==> src/rtl/core/mcfsm_pkg.sv <==
`timescale 1ns / 1ps
// Shared types and codes for the multicycle main control state machine.
package mcfsm_pkg;

  // One-hot state codes
  typedef enum logic [12:0] {
    S_FETCH   = 13'b0_0000_0000_0001,
    S_DECODE  = 13'b0_0000_0000_0010,
    S_MADDR   = 13'b0_0000_0000_0100,
    S_MREAD   = 13'b0_0000_0000_1000,
    S_MWB     = 13'b0_0000_0001_0000,
    S_MWRITE  = 13'b0_0000_0010_0000,
    S_REXEC   = 13'b0_0000_0100_0000,
    S_RWB     = 13'b0_0000_1000_0000,
    S_BEQ     = 13'b0_0001_0000_0000,
    S_IEXEC   = 13'b0_0010_0000_0000,
    S_IWB     = 13'b0_0100_0000_0000,
    S_JAL     = 13'b0_1000_0000_0000,
    S_BNE     = 13'b1_0000_0000_0000
  } state_t;

  // Numbers reported on the state field
  localparam logic [3:0] SN_FETCH  = 4'd0;
  localparam logic [3:0] SN_DECODE = 4'd1;
  localparam logic [3:0] SN_MADDR  = 4'd2;
  localparam logic [3:0] SN_MREAD  = 4'd3;
  localparam logic [3:0] SN_MWB    = 4'd4;
  localparam logic [3:0] SN_MWRITE = 4'd5;
  localparam logic [3:0] SN_REXEC  = 4'd6;
  localparam logic [3:0] SN_RWB    = 4'd7;
  localparam logic [3:0] SN_BEQ    = 4'd8;
  localparam logic [3:0] SN_IEXEC  = 4'd9;
  localparam logic [3:0] SN_IWB    = 4'd10;
  localparam logic [3:0] SN_JAL    = 4'd11;
  localparam logic [3:0] SN_BNE    = 4'd12;

  // Opcode classes
  localparam logic [3:0] OP_LW   = 4'd0;
  localparam logic [3:0] OP_SW   = 4'd1;
  localparam logic [3:0] OP_ADD  = 4'd2;
  localparam logic [3:0] OP_SUB  = 4'd3;
  localparam logic [3:0] OP_AND  = 4'd4;
  localparam logic [3:0] OP_OR   = 4'd5;
  localparam logic [3:0] OP_XOR  = 4'd6;
  localparam logic [3:0] OP_BEQ  = 4'd7;
  localparam logic [3:0] OP_ADDI = 4'd8;
  localparam logic [3:0] OP_ORI  = 4'd9;
  localparam logic [3:0] OP_XORI = 4'd10;
  localparam logic [3:0] OP_JAL  = 4'd11;
  localparam logic [3:0] OP_BNE  = 4'd12;

  // ALU B source
  localparam logic [1:0] BSEL_REGB  = 2'b00;
  localparam logic [1:0] BSEL_FOUR  = 2'b01;
  localparam logic [1:0] BSEL_IMM   = 2'b10;
  localparam logic [1:0] BSEL_IMMSH = 2'b11;

  // ALU operation class
  localparam logic [1:0] ALU_ADD   = 2'b00;
  localparam logic [1:0] ALU_SUB   = 2'b01;
  localparam logic [1:0] ALU_FUNCT = 2'b10;
  localparam logic [1:0] ALU_IMM   = 2'b11;

  // PC source
  localparam logic [1:0] PC_ALU    = 2'b00;
  localparam logic [1:0] PC_ALUOUT = 2'b01;
  localparam logic [1:0] PC_JUMP   = 2'b10;

  // Write enables
  localparam logic [2:0] WE_NONE = 3'b000;
  localparam logic [2:0] WE_REG  = 3'b001;
  localparam logic [2:0] WE_MEM  = 3'b010;
  localparam logic [2:0] WE_PC   = 3'b100;

  // Branch kind
  localparam logic [1:0] BR_NONE = 2'b00;
  localparam logic [1:0] BR_EQ   = 2'b01;
  localparam logic [1:0] BR_NE   = 2'b10;

  // Control word for one transaction
  typedef struct packed {
    logic [3:0] state_num;
    logic       addr_from_alu_out;
    logic       alu_in_a_sel;
    logic [1:0] alu_in_b_sel;
    logic [1:0] alu_operation;
    logic [1:0] next_pc_sel;
    logic       dest_is_rd;
    logic       writeback_from_mem;
    logic [2:0] write_enables;
    logic [1:0] branch_kind;
    logic       illegal_opcode;
  } ctl_t;

endpackage

==> src/rtl/core/multicycle_cpu_main_control_fsm.sv <==
`timescale 1ns / 1ps
// Top level of the multicycle processor main control state machine.
//
// Each input transaction stands for one clock edge of the processor: it
// carries a reset request and the opcode class of the current instruction.
// For every input transaction the block returns exactly one result
// transaction holding the current state's number and its Moore control
// signals, then advances the state (fetch, decode, memory address, load
// read, load writeback, store, R-type execute/writeback, BEQ, immediate
// execute/writeback, JAL, BNE). A reset request reports all zeros and
// returns to fetch. An unsupported opcode seen in decode raises
// illegal_opcode and returns to fetch. Rate: one transaction per cycle
// unless stalled; the result appears in the cycle after acceptance, in
// the single result register behind the state register and output decode.
// in_stall is raised only while a result is held and the output side stalls.
module multicycle_cpu_main_control_fsm (
  input  logic       clk,
  input  logic       rst_n,
  input  logic       in_valid,
  output logic       in_stall,
  input  logic       in_reset_request,
  input  logic [3:0] in_op_class,
  output logic       out_valid,
  input  logic       out_stall,
  output logic [3:0] out_current_state,
  output logic       out_addr_from_alu_out,
  output logic       out_alu_in_a_sel,
  output logic [1:0] out_alu_in_b_sel,
  output logic [1:0] out_alu_operation,
  output logic [1:0] out_next_pc_sel,
  output logic       out_dest_is_rd,
  output logic       out_writeback_from_mem,
  output logic [2:0] out_write_enables,
  output logic [1:0] out_branch_kind,
  output logic       out_illegal_opcode
);

  mcfsm_pkg::state_t state_r;
  mcfsm_pkg::state_t state_nxt;
  mcfsm_pkg::state_t dec_nxt;
  mcfsm_pkg::ctl_t   dec_ctl;
  mcfsm_pkg::ctl_t   res_nxt;
  mcfsm_pkg::ctl_t   res_r;
  logic              out_valid_r;
  logic              in_acc;

  // Input may enter whenever the result register is free or being drained
  assign in_stall = out_valid_r & out_stall;
  assign in_acc   = in_valid & ~in_stall;

  mcfsm_ctrl_dec u_dec (
    .state     (state_r),
    .op_class  (in_op_class),
    .ctl       (dec_ctl),
    .state_nxt (dec_nxt)
  );

  // Reset request masks every control field and forces fetch
  always_comb begin
    if (in_reset_request) begin
      res_nxt   = '0;
      state_nxt = mcfsm_pkg::S_FETCH;
    end else begin
      res_nxt   = dec_ctl;
      state_nxt = dec_nxt;
    end
  end

  always_ff @(posedge clk) begin
    if (!rst_n) begin
      state_r     <= mcfsm_pkg::S_FETCH;
      out_valid_r <= 1'b0;
    end else begin
      if (in_acc) begin
        state_r <= state_nxt;
      end
      if (in_acc) begin
        out_valid_r <= 1'b1;
      end else if (!out_stall) begin
        out_valid_r <= 1'b0;
      end
    end
  end

  // Result payload, no reset needed
  always_ff @(posedge clk) begin
    if (in_acc) begin
      res_r <= res_nxt;
    end
  end

  assign out_valid              = out_valid_r;
  assign out_current_state      = res_r.state_num;
  assign out_addr_from_alu_out  = res_r.addr_from_alu_out;
  assign out_alu_in_a_sel       = res_r.alu_in_a_sel;
  assign out_alu_in_b_sel       = res_r.alu_in_b_sel;
  assign out_alu_operation      = res_r.alu_operation;
  assign out_next_pc_sel        = res_r.next_pc_sel;
  assign out_dest_is_rd         = res_r.dest_is_rd;
  assign out_writeback_from_mem = res_r.writeback_from_mem;
  assign out_write_enables      = res_r.write_enables;
  assign out_branch_kind        = res_r.branch_kind;
  assign out_illegal_opcode     = res_r.illegal_opcode;

  // State register stays one-hot
  a_state_onehot: assert property (@(posedge clk) disable iff (!rst_n)
    $onehot(state_r))
    else $error("state register not one-hot");

  // Illegal flag only ever comes from decode
  a_illegal_in_decode: assert property (@(posedge clk) disable iff (!rst_n)
    out_valid_r && res_r.illegal_opcode |-> res_r.state_num == mcfsm_pkg::SN_DECODE)
    else $error("illegal opcode flagged outside decode");

  // Reset request returns to fetch
  a_reset_req_fetch: assert property (@(posedge clk) disable iff (!rst_n)
    in_acc && in_reset_request |=> state_r == mcfsm_pkg::S_FETCH)
    else $error("reset request did not return to fetch");

  // Held result is never overwritten
  a_hold_result: assert property (@(posedge clk) disable iff (!rst_n)
    out_valid_r && out_stall |=> out_valid_r && $stable(res_r))
    else $error("stalled result changed");

  // An accepted fetch without a reset request advances to decode
  a_decode_from_fetch: assert property (@(posedge clk) disable iff (!rst_n)
    in_acc && !in_reset_request && state_r == mcfsm_pkg::S_FETCH
      |=> state_r == mcfsm_pkg::S_DECODE)
    else $error("fetch did not advance to decode");

endmodule

==> src/rtl/core/mcfsm_ctrl_dec.sv <==
`timescale 1ns / 1ps
// Moore output and next-state decode of the main control state machine.
module mcfsm_ctrl_dec (
  input  mcfsm_pkg::state_t state,
  input  logic [3:0]        op_class,
  output mcfsm_pkg::ctl_t   ctl,
  output mcfsm_pkg::state_t state_nxt
);

  always_comb begin
    ctl       = '0;
    state_nxt = mcfsm_pkg::S_FETCH;
    unique case (state)
      mcfsm_pkg::S_FETCH: begin
        ctl.state_num     = mcfsm_pkg::SN_FETCH;
        ctl.alu_in_b_sel  = mcfsm_pkg::BSEL_FOUR;
        ctl.write_enables = mcfsm_pkg::WE_PC;
        state_nxt         = mcfsm_pkg::S_DECODE;
      end
      mcfsm_pkg::S_DECODE: begin
        ctl.state_num    = mcfsm_pkg::SN_DECODE;
        ctl.alu_in_b_sel = mcfsm_pkg::BSEL_IMMSH;
        unique case (op_class) inside
          mcfsm_pkg::OP_LW, mcfsm_pkg::OP_SW:
            state_nxt = mcfsm_pkg::S_MADDR;
          mcfsm_pkg::OP_ADD, mcfsm_pkg::OP_SUB, mcfsm_pkg::OP_AND,
          mcfsm_pkg::OP_OR, mcfsm_pkg::OP_XOR:
            state_nxt = mcfsm_pkg::S_REXEC;
          mcfsm_pkg::OP_BEQ:
            state_nxt = mcfsm_pkg::S_BEQ;
          mcfsm_pkg::OP_ADDI, mcfsm_pkg::OP_ORI, mcfsm_pkg::OP_XORI:
            state_nxt = mcfsm_pkg::S_IEXEC;
          mcfsm_pkg::OP_JAL:
            state_nxt = mcfsm_pkg::S_JAL;
          mcfsm_pkg::OP_BNE:
            state_nxt = mcfsm_pkg::S_BNE;
          default: begin
            // unsupported opcode: flag it and refetch
            ctl.illegal_opcode = 1'b1;
            state_nxt          = mcfsm_pkg::S_FETCH;
          end
        endcase
      end
      mcfsm_pkg::S_MADDR: begin
        ctl.state_num    = mcfsm_pkg::SN_MADDR;
        ctl.alu_in_a_sel = 1'b1;
        ctl.alu_in_b_sel = mcfsm_pkg::BSEL_IMM;
        if (op_class == mcfsm_pkg::OP_LW) begin
          state_nxt = mcfsm_pkg::S_MREAD;
        end else if (op_class == mcfsm_pkg::OP_SW) begin
          state_nxt = mcfsm_pkg::S_MWRITE;
        end else begin
          state_nxt = mcfsm_pkg::S_FETCH;
        end
      end
      mcfsm_pkg::S_MREAD: begin
        ctl.state_num         = mcfsm_pkg::SN_MREAD;
        ctl.addr_from_alu_out = 1'b1;
        state_nxt             = mcfsm_pkg::S_MWB;
      end
      mcfsm_pkg::S_MWB: begin
        ctl.state_num          = mcfsm_pkg::SN_MWB;
        ctl.writeback_from_mem = 1'b1;
        ctl.write_enables      = mcfsm_pkg::WE_REG;
      end
      mcfsm_pkg::S_MWRITE: begin
        ctl.state_num         = mcfsm_pkg::SN_MWRITE;
        ctl.addr_from_alu_out = 1'b1;
        ctl.write_enables     = mcfsm_pkg::WE_MEM;
      end
      mcfsm_pkg::S_REXEC: begin
        ctl.state_num     = mcfsm_pkg::SN_REXEC;
        ctl.alu_in_a_sel  = 1'b1;
        ctl.alu_operation = mcfsm_pkg::ALU_FUNCT;
        state_nxt         = mcfsm_pkg::S_RWB;
      end
      mcfsm_pkg::S_RWB: begin
        ctl.state_num     = mcfsm_pkg::SN_RWB;
        ctl.dest_is_rd    = 1'b1;
        ctl.write_enables = mcfsm_pkg::WE_REG;
      end
      mcfsm_pkg::S_BEQ: begin
        ctl.state_num     = mcfsm_pkg::SN_BEQ;
        ctl.alu_in_a_sel  = 1'b1;
        ctl.alu_operation = mcfsm_pkg::ALU_SUB;
        ctl.next_pc_sel   = mcfsm_pkg::PC_ALUOUT;
        ctl.branch_kind   = mcfsm_pkg::BR_EQ;
      end
      mcfsm_pkg::S_IEXEC: begin
        ctl.state_num     = mcfsm_pkg::SN_IEXEC;
        ctl.alu_in_a_sel  = 1'b1;
        ctl.alu_in_b_sel  = mcfsm_pkg::BSEL_IMM;
        ctl.alu_operation = mcfsm_pkg::ALU_IMM;
        state_nxt         = mcfsm_pkg::S_IWB;
      end
      mcfsm_pkg::S_IWB: begin
        ctl.state_num     = mcfsm_pkg::SN_IWB;
        ctl.write_enables = mcfsm_pkg::WE_REG;
      end
      mcfsm_pkg::S_JAL: begin
        ctl.state_num     = mcfsm_pkg::SN_JAL;
        ctl.next_pc_sel   = mcfsm_pkg::PC_JUMP;
        ctl.write_enables = mcfsm_pkg::WE_PC;
      end
      mcfsm_pkg::S_BNE: begin
        ctl.state_num     = mcfsm_pkg::SN_BNE;
        ctl.alu_in_a_sel  = 1'b1;
        ctl.alu_operation = mcfsm_pkg::ALU_SUB;
        ctl.next_pc_sel   = mcfsm_pkg::PC_ALUOUT;
        ctl.branch_kind   = mcfsm_pkg::BR_NE;
      end
      default: begin
        ctl       = '0;
        state_nxt = mcfsm_pkg::S_FETCH;
      end
    endcase
  end

endmodule
==> config.mk <==
export PLATFORM = sky130hd
export DESIGN_NAME = multicycle_cpu_main_control_fsm
export DESIGN_NICKNAME = d
export VERILOG_FILES = /design/src/rtl/core/mcfsm_pkg.sv /design/src/rtl/core/multicycle_cpu_main_control_fsm.sv /design/src/rtl/core/mcfsm_ctrl_dec.sv
export SDC_FILE = /design/constraint.sdc
export NUM_CORES = 1
export LEC_CHECK = 0
export ABC_AREA = 1
export CORE_MARGIN = 5
export CORE_UTILIZATION = 55
export DETAILED_ROUTE_END_ITERATION = 10
export DONT_BUFFER_PORTS = 1
export PLACE_DENSITY = 0.77
export SLEW_MARGIN = 20
export SYNTH_ARGS = -nofsm -noshare
export SYNTH_HDL_FRONTEND = slang
export SYNTH_HIERARCHICAL = 1
export SYNTH_SLANG_ARGS = --single-unit
==> constraint.sdc <==
create_clock -name clk -period 1.91 [get_ports clk]
set_clock_uncertainty 0.1 [all_clocks]
set_input_delay 0.191 -clock clk [delete_from_list [all_inputs] [get_ports clk]]
set_output_delay 0.191 -clock clk [all_outputs]
set_load 0.1 [all_outputs]
* After elaboration in Yosys (flattened, before gate mapping)
Index checks and enable logic that the tools add are counted.
** Storage, ports and cells
- Register bits :: 34
- Bits of input ports :: 9
** Operators by class
- Bitwise gates (word level) :: 4
- Reduce and logical (&&, ||, !) cells :: 12
- Multiplexer cells :: 18
- Equal/unequal tests :: 26
** Operator list (count)
- one-hot mux 13 bit (6 select lines) :: 2
- one-hot mux 4 bit (12 select lines) :: 1
- == test 4 bit (second input constant) :: 5
- == test 4 x 3 -> 1 bit (second input constant) :: 4
- == test 13 x 1 -> 1 bit (second input constant) :: 1
- == test 13 x 10 -> 1 bit (second input constant) :: 1
- == test 13 x 11 -> 1 bit (second input constant) :: 1
- == test 13 x 12 -> 1 bit (second input constant) :: 1
- == test 13 bit (second input constant) :: 1
- == test 13 x 2 -> 1 bit (second input constant) :: 1
- == test 13 x 3 -> 1 bit (second input constant) :: 1
- == test 13 x 4 -> 1 bit (second input constant) :: 1
- == test 13 x 5 -> 1 bit (second input constant) :: 1
- == test 13 x 6 -> 1 bit (second input constant) :: 1
- == test 13 x 7 -> 1 bit (second input constant) :: 1
- == test 13 x 8 -> 1 bit (second input constant) :: 1
- == test 13 x 9 -> 1 bit (second input constant) :: 1
- two-way mux 13 bit :: 1
- OR reduction 13 bit :: 1
- two-way mux 6 bit :: 2
- one-hot mux 2 bit (3 select lines) :: 2
- OR reduction 2 bit :: 6
- OR reduction 5 bit :: 2
- one-hot mux 3 bit (3 select lines) :: 1
- 9 further kinds :: 20

* Logic depth before layout (Yosys ltp)
- Word-level depth :: 5
- Gate-level depth with buffers :: 13

* Modules after synthesis
Netlist, hierarchy kept.
** By module, submodules not included
- multicycle_cpu_main_control_fsm :: times used 1, seq. area each 880.8 sq um, area each 1457.6 sq um, cells an instance 176
- mcfsm_ctrl_dec :: times used 1, seq. area each 0.0 sq um, area each 629.4 sq um, cells an instance 123

* Worst setup path before layout
Ideal clock, no wire load.
- Kind :: register to register
- From :: reg out_valid_r, in the netlist out_valid
- To :: reg res_r (netlist bit out_addr_from_alu_out), enable pin
- Arrival time :: 1656 ps
- Path buffers :: 1
- Stages on the path, launching flop included :: 5
- Data required time :: 1474 ps
- Slack :: -182 ps
- Clock period less this slack :: 2092 ps
- Path through :: dfxtp_1 -> nand2_2 -> nand2_4 -> buf_6 -> inv_1
** Between the ends
- Longest elaborated chain between the ends :: 3
** RTL lines
- start, declared :: RTL line multicycle_cpu_main_control_fsm.sv:44 : logic out_valid_r;
- start signal, assigned :: RTL line multicycle_cpu_main_control_fsm.sv:72 : out_valid_r <= 1'b0;
- start signal, assigned :: RTL line multicycle_cpu_main_control_fsm.sv:78 : out_valid_r <= 1'b1;
- start signal, assigned :: RTL line multicycle_cpu_main_control_fsm.sv:80 : out_valid_r <= 1'b0;
- AND 1 bit :: RTL line multicycle_cpu_main_control_fsm.sv:48 : assign in_stall = out_valid_r & out_stall;
- NOT 1 bit :: RTL line multicycle_cpu_main_control_fsm.sv:49 : assign in_acc = in_valid & ~in_stall;
- AND 1 bit :: RTL line multicycle_cpu_main_control_fsm.sv:49
- via in_acc :: RTL line multicycle_cpu_main_control_fsm.sv:45 : logic in_acc;
- end signal, assigned :: RTL line multicycle_cpu_main_control_fsm.sv:88 : res_r <= res_nxt;
- end, declared :: RTL line multicycle_cpu_main_control_fsm.sv:43 : mcfsm_pkg::ctl_t res_r;
The timed path passes the listed nets, and every way through them passes these cells.
A chain may end at the register's enable or synchronous reset.

* Final worst setup path
- From :: reg state_r[5]
- To :: reg state_r[0]
** Between the ends
- Longest elaborated chain between the ends :: 3
- Elaborated cells on any way between the ends :: 8
** RTL lines
- start, declared :: RTL line multicycle_cpu_main_control_fsm.sv:38 : mcfsm_pkg::state_t state_r;
- start signal, assigned :: RTL line multicycle_cpu_main_control_fsm.sv:71 : state_r <= mcfsm_pkg::S_FETCH;
- start signal, assigned :: RTL line multicycle_cpu_main_control_fsm.sv:75 : state_r <= state_nxt;
- == test 13 x 10 -> 1 bit (tied with other cells) :: RTL line mcfsm_ctrl_dec.sv:13 : unique case (state)
- one-hot mux 13 bit (6 select lines) (*) :: RTL line mcfsm_ctrl_dec.sv:13
- via dec_nxt[0] :: RTL line multicycle_cpu_main_control_fsm.sv:40 : mcfsm_pkg::state_t dec_nxt;
- two-way mux 13 bit (*) :: RTL line multicycle_cpu_main_control_fsm.sv:60 : if (in_reset_request) begin
Mark *: on every way through the listed nets, which the timed path passes. The rest lies on a longest branch.

==> impl_metrics.json <==
{
  "h-tree-depth": 2,
  "final_nets": 336,
  "synthXorXnorAreaFrac": 0,
  "synthAdderAreaFrac": 0,
  "port_buffers": 0,
  "min_period_ps": 1750,
  "first_iter_violations": 84,
  "core_area_um2": 3660,
  "grt_pass1_vias": 1642,
  "grt_max_degree": 27,
  "postCtsSetupRepairBufs": 0,
  "grt.total_usage": 0.169,
  "critPathCaptureType": "flip-flop",
  "p_clk_frac": 0.274,
  "pre_cts_slack_ps": 216,
  "fmax_mhz": 573,
  "pin_count": 31,
  "syn_area_um2": 2090,
  "netSwitchingFraction": 0.342,
  "tns_ps": 0,
  "hold_violations": 0,
  "cp.arrival_ps": 1800,
  "syn_inst": 299,
  "post_drt_wl_per_cell_um": 10.5,
  "finalWorstSetupSlack_ps": 164,
  "comb_power_share": 0.248,
  "start_kind": "flip-flop",
  "drive_gt1_frac": 0.192,
  "synth_top_cell_area_share": 0.288,
  "drt_first_pass_iters": 4,
  "start_util": 0.570,
  "clk_path_buf_depth": 2,
  "clock_latency_ps": 290,
  "p_int_uw": 1170,
  "p_leak_uw": 0.00123,
  "antenna_found_initial": 0,
  "total_power_uw": 1780,
  "synthSimpleGateAreaFrac": 0.404,
  "die_area_um2": 5130,
  "synth_cell_types": 25,
  "fill_cells": 355,
  "yosys-mux-area-fraction": 0,
  "diodes": 0,
  "maxUsedRoutingLayer": "met4",
  "peakVddDrop_v": 0.000403,
  "yosysTopAreaCell": "edfxtp_1",
  "cts_root_buf": "clkbuf_8",
  "tightest_slew_ps": 792,
  "grt_pass1_wl_mm": 6.80,
  "critPathRequiredTime_ps": 1960,
  "grt_overflow_total": 0,
  "gp_congestion": 0.912,
  "die_width_um": 71.6,
  "viasPerCell": 4.69,
  "crit_fanout": 6,
  "wl_met2_mm": 1.81,
  "slew_headroom": 0.470,
  "dp_hpwl_mm": 2.91,
  "die_h_um": 71.6,
  "period_share": 0.914,
  "wirelength_mm": 3.95,
  "clkTransAtPathRegs_ps": 70,
  "num_vias": 1765,
  "hold_class": "in2reg",
  "ant_nets": 0,
  "clock-sinks": 34,
  "syn_avg_cell_area_um2": 6.98,
  "cts_tree": "done",
  "crit_type": "reg2reg",
  "switchingPower_uw": 609,
  "drcViolationCount": 0,
  "wl_met1_mm": 1.68,
  "synth_top_family_by_area": "simple AND/OR/NAND/NOR gates",
  "syn_nets": 308,
  "rows": 22,
  "synth_warnings": 6,
  "seq_area_frac_synth": 0.422,
  "netlist_top_cells_area": "edfxtp_1 (29%), nor2_1 (15%), dfxtp_1 (13%), inv_1 (13%), nand2_1 (8.8%)",
  "outcome": "complete, no violations",
  "drv_cap": 0,
  "dr_wl_met3_um": 355,
  "slew_viol_final": 0,
  "final_util": 0.658,
  "grt_setup_unrepaired": "no",
  "pwr-share-seq": 0.477,
  "syn_to_final_growth_pct": 15.5,
  "cellPowerDensity_nw_per_um2": 739,
  "synth-compound-area-share": 0.00959,
  "cts_inserted_buffers": 5,
  "setup_viol_count_final": 0,
  "yosys_register_bits": 34
}
## final cells by class
cell class                 instances  area, µm²  share of cell area
clock buffer                       6       72.6              0.0301
clock inverter                     2       8.76             0.00363
inverter                          77        289               0.120
multi-input combinational        181        866               0.359
sequential                        34        883               0.367
tap                               48       60.1              0.0249
timing repair buffer              28        230              0.0955
## through the flow
step	area, µm²	cells	hold slack (ps)
6_report	2410	376	10.0
5_1_grt	2410	376	4.25
4_1_cts	2410	376	3.92
3_5_place_dp	2290	365	181
3_3_place_gp	2290	365	178
2_1_floorplan	2090	299	211
## cells in the mapped netlist (all sizes together)
library cell and instances:
nand3b 1, inv 77, o21ai 1, and2 1
nand3 12, buf 7, or2 1, a21boi 1
o211ai 1, nand4 5, nor3 9, edfxtp 20
nand2 58, dfxtp 14, nor2 91
## power groups by stage
stage	combinational, µW	clock [µW]	sequential (µW)
after floorplan	193	0	1040
after global placement	421	0	864
after detailed placement	426	0	866
after CTS	443	503	850
after global routing	473	539	857
final	443	489	850
## final timing paths
path / startpoint / to / slack (ps) / cells after the start
worst min register to register: state_r[0]$_SDFFE_PN1P_ / state_r[0]$_SDFFE_PN1P_ / 460 / 2
worst max register to register: state_r[5]$_SDFFE_PN0P_ / state_r[0]$_SDFFE_PN1P_ / 160 / 10
worst min-delay path: in_reset_request / state_r[9]$_SDFFE_PN0P_ / 10 / 3
worst max-delay path: state_r[5]$_SDFFE_PN0P_ / state_r[0]$_SDFFE_PN1P_ / 160 / 10
## routing by layer
| layer | vias to the layer above | GRT usage |
|---|---|---|
| met2 | 61 | 0.281 |
| li1 | 934 | - |
| met1 | 761 | 0.205 |
| met3 | 9 | 0.0351 |
| met5 | - | 0 |
| met4 | 0 | 0.0877 |
## cells in the final DEF (no fill, tap or decap)
| master | instances |
|---|---|
| dlygate4sd3_1 | 3 |
| or2_2 | 1 |
| nor2_1 | 82 |
| dfxtp_2 | 2 |
| nor3_4 | 1 |
| and2_4 | 1 |
| buf_12 | 1 |
| nor2_2 | 4 |
| clkinv_2 | 1 |
| nand4_1 | 4 |
| nor2_8 | 2 |
| nor2_4 | 3 |
| dfxtp_1 | 12 |
| nand3b_1 | 1 |
| nor3_1 | 7 |
| a21boi_0 | 1 |
| nor3_2 | 1 |
| inv_2 | 6 |
| nand3_1 | 12 |
| o211ai_1 | 1 |
| edfxtp_1 | 20 |
| o21ai_0 | 1 |
| nand4_2 | 1 |
| clkbuf_8 | 5 |
| buf_4 | 24 |
| inv_1 | 71 |
| clkinv_1 | 1 |
| nand2_1 | 48 |
| nand2_4 | 3 |
| nand2_2 | 7 |
| clkbuf_1 | 1 |
## logic make-up (layout without fill, tap and decap cells)
family / after synthesis / after routing
DFF: 34 / 34
AOI/OAI and AO/OA: 3 / 3
buffers and inverters: 84 / 113
and+or+nand+nor: 178 / 178
## state kept, by name (all words and copies together), names as in the netlist
name	cells
out_branch_kind	2
out_writeback_from_mem	1
out_write_enables	3
out_next_pc_sel	2
out_alu_in_b_sel	2
out_addr_from_alu_out	1
out_alu_operation	2
out_current_state	4
out_valid	1
out_illegal_opcode	1
out_alu_in_a_sel	1
state_r	13
out_dest_is_rd	1
## repair_timing
item                                   4_1_cts  5_1_grt
hold buffers                                 3        0
endpoints found under the hold margin       34        0
setup endpoints to repair                    0        1
resized for setup                            0        2
## critical path, cell delays in order, from the launching register on
cell and delay (ps):
dfxtp_1 370, nor2_4 170, nand2_4 110, nor3_4 240, o211ai_1 200, nand2_1 120, nand3_1 70, inv_1 50
nand2_1 50, nand3_1 80, nand3_1 70
(Power assumes the default switching activity.)
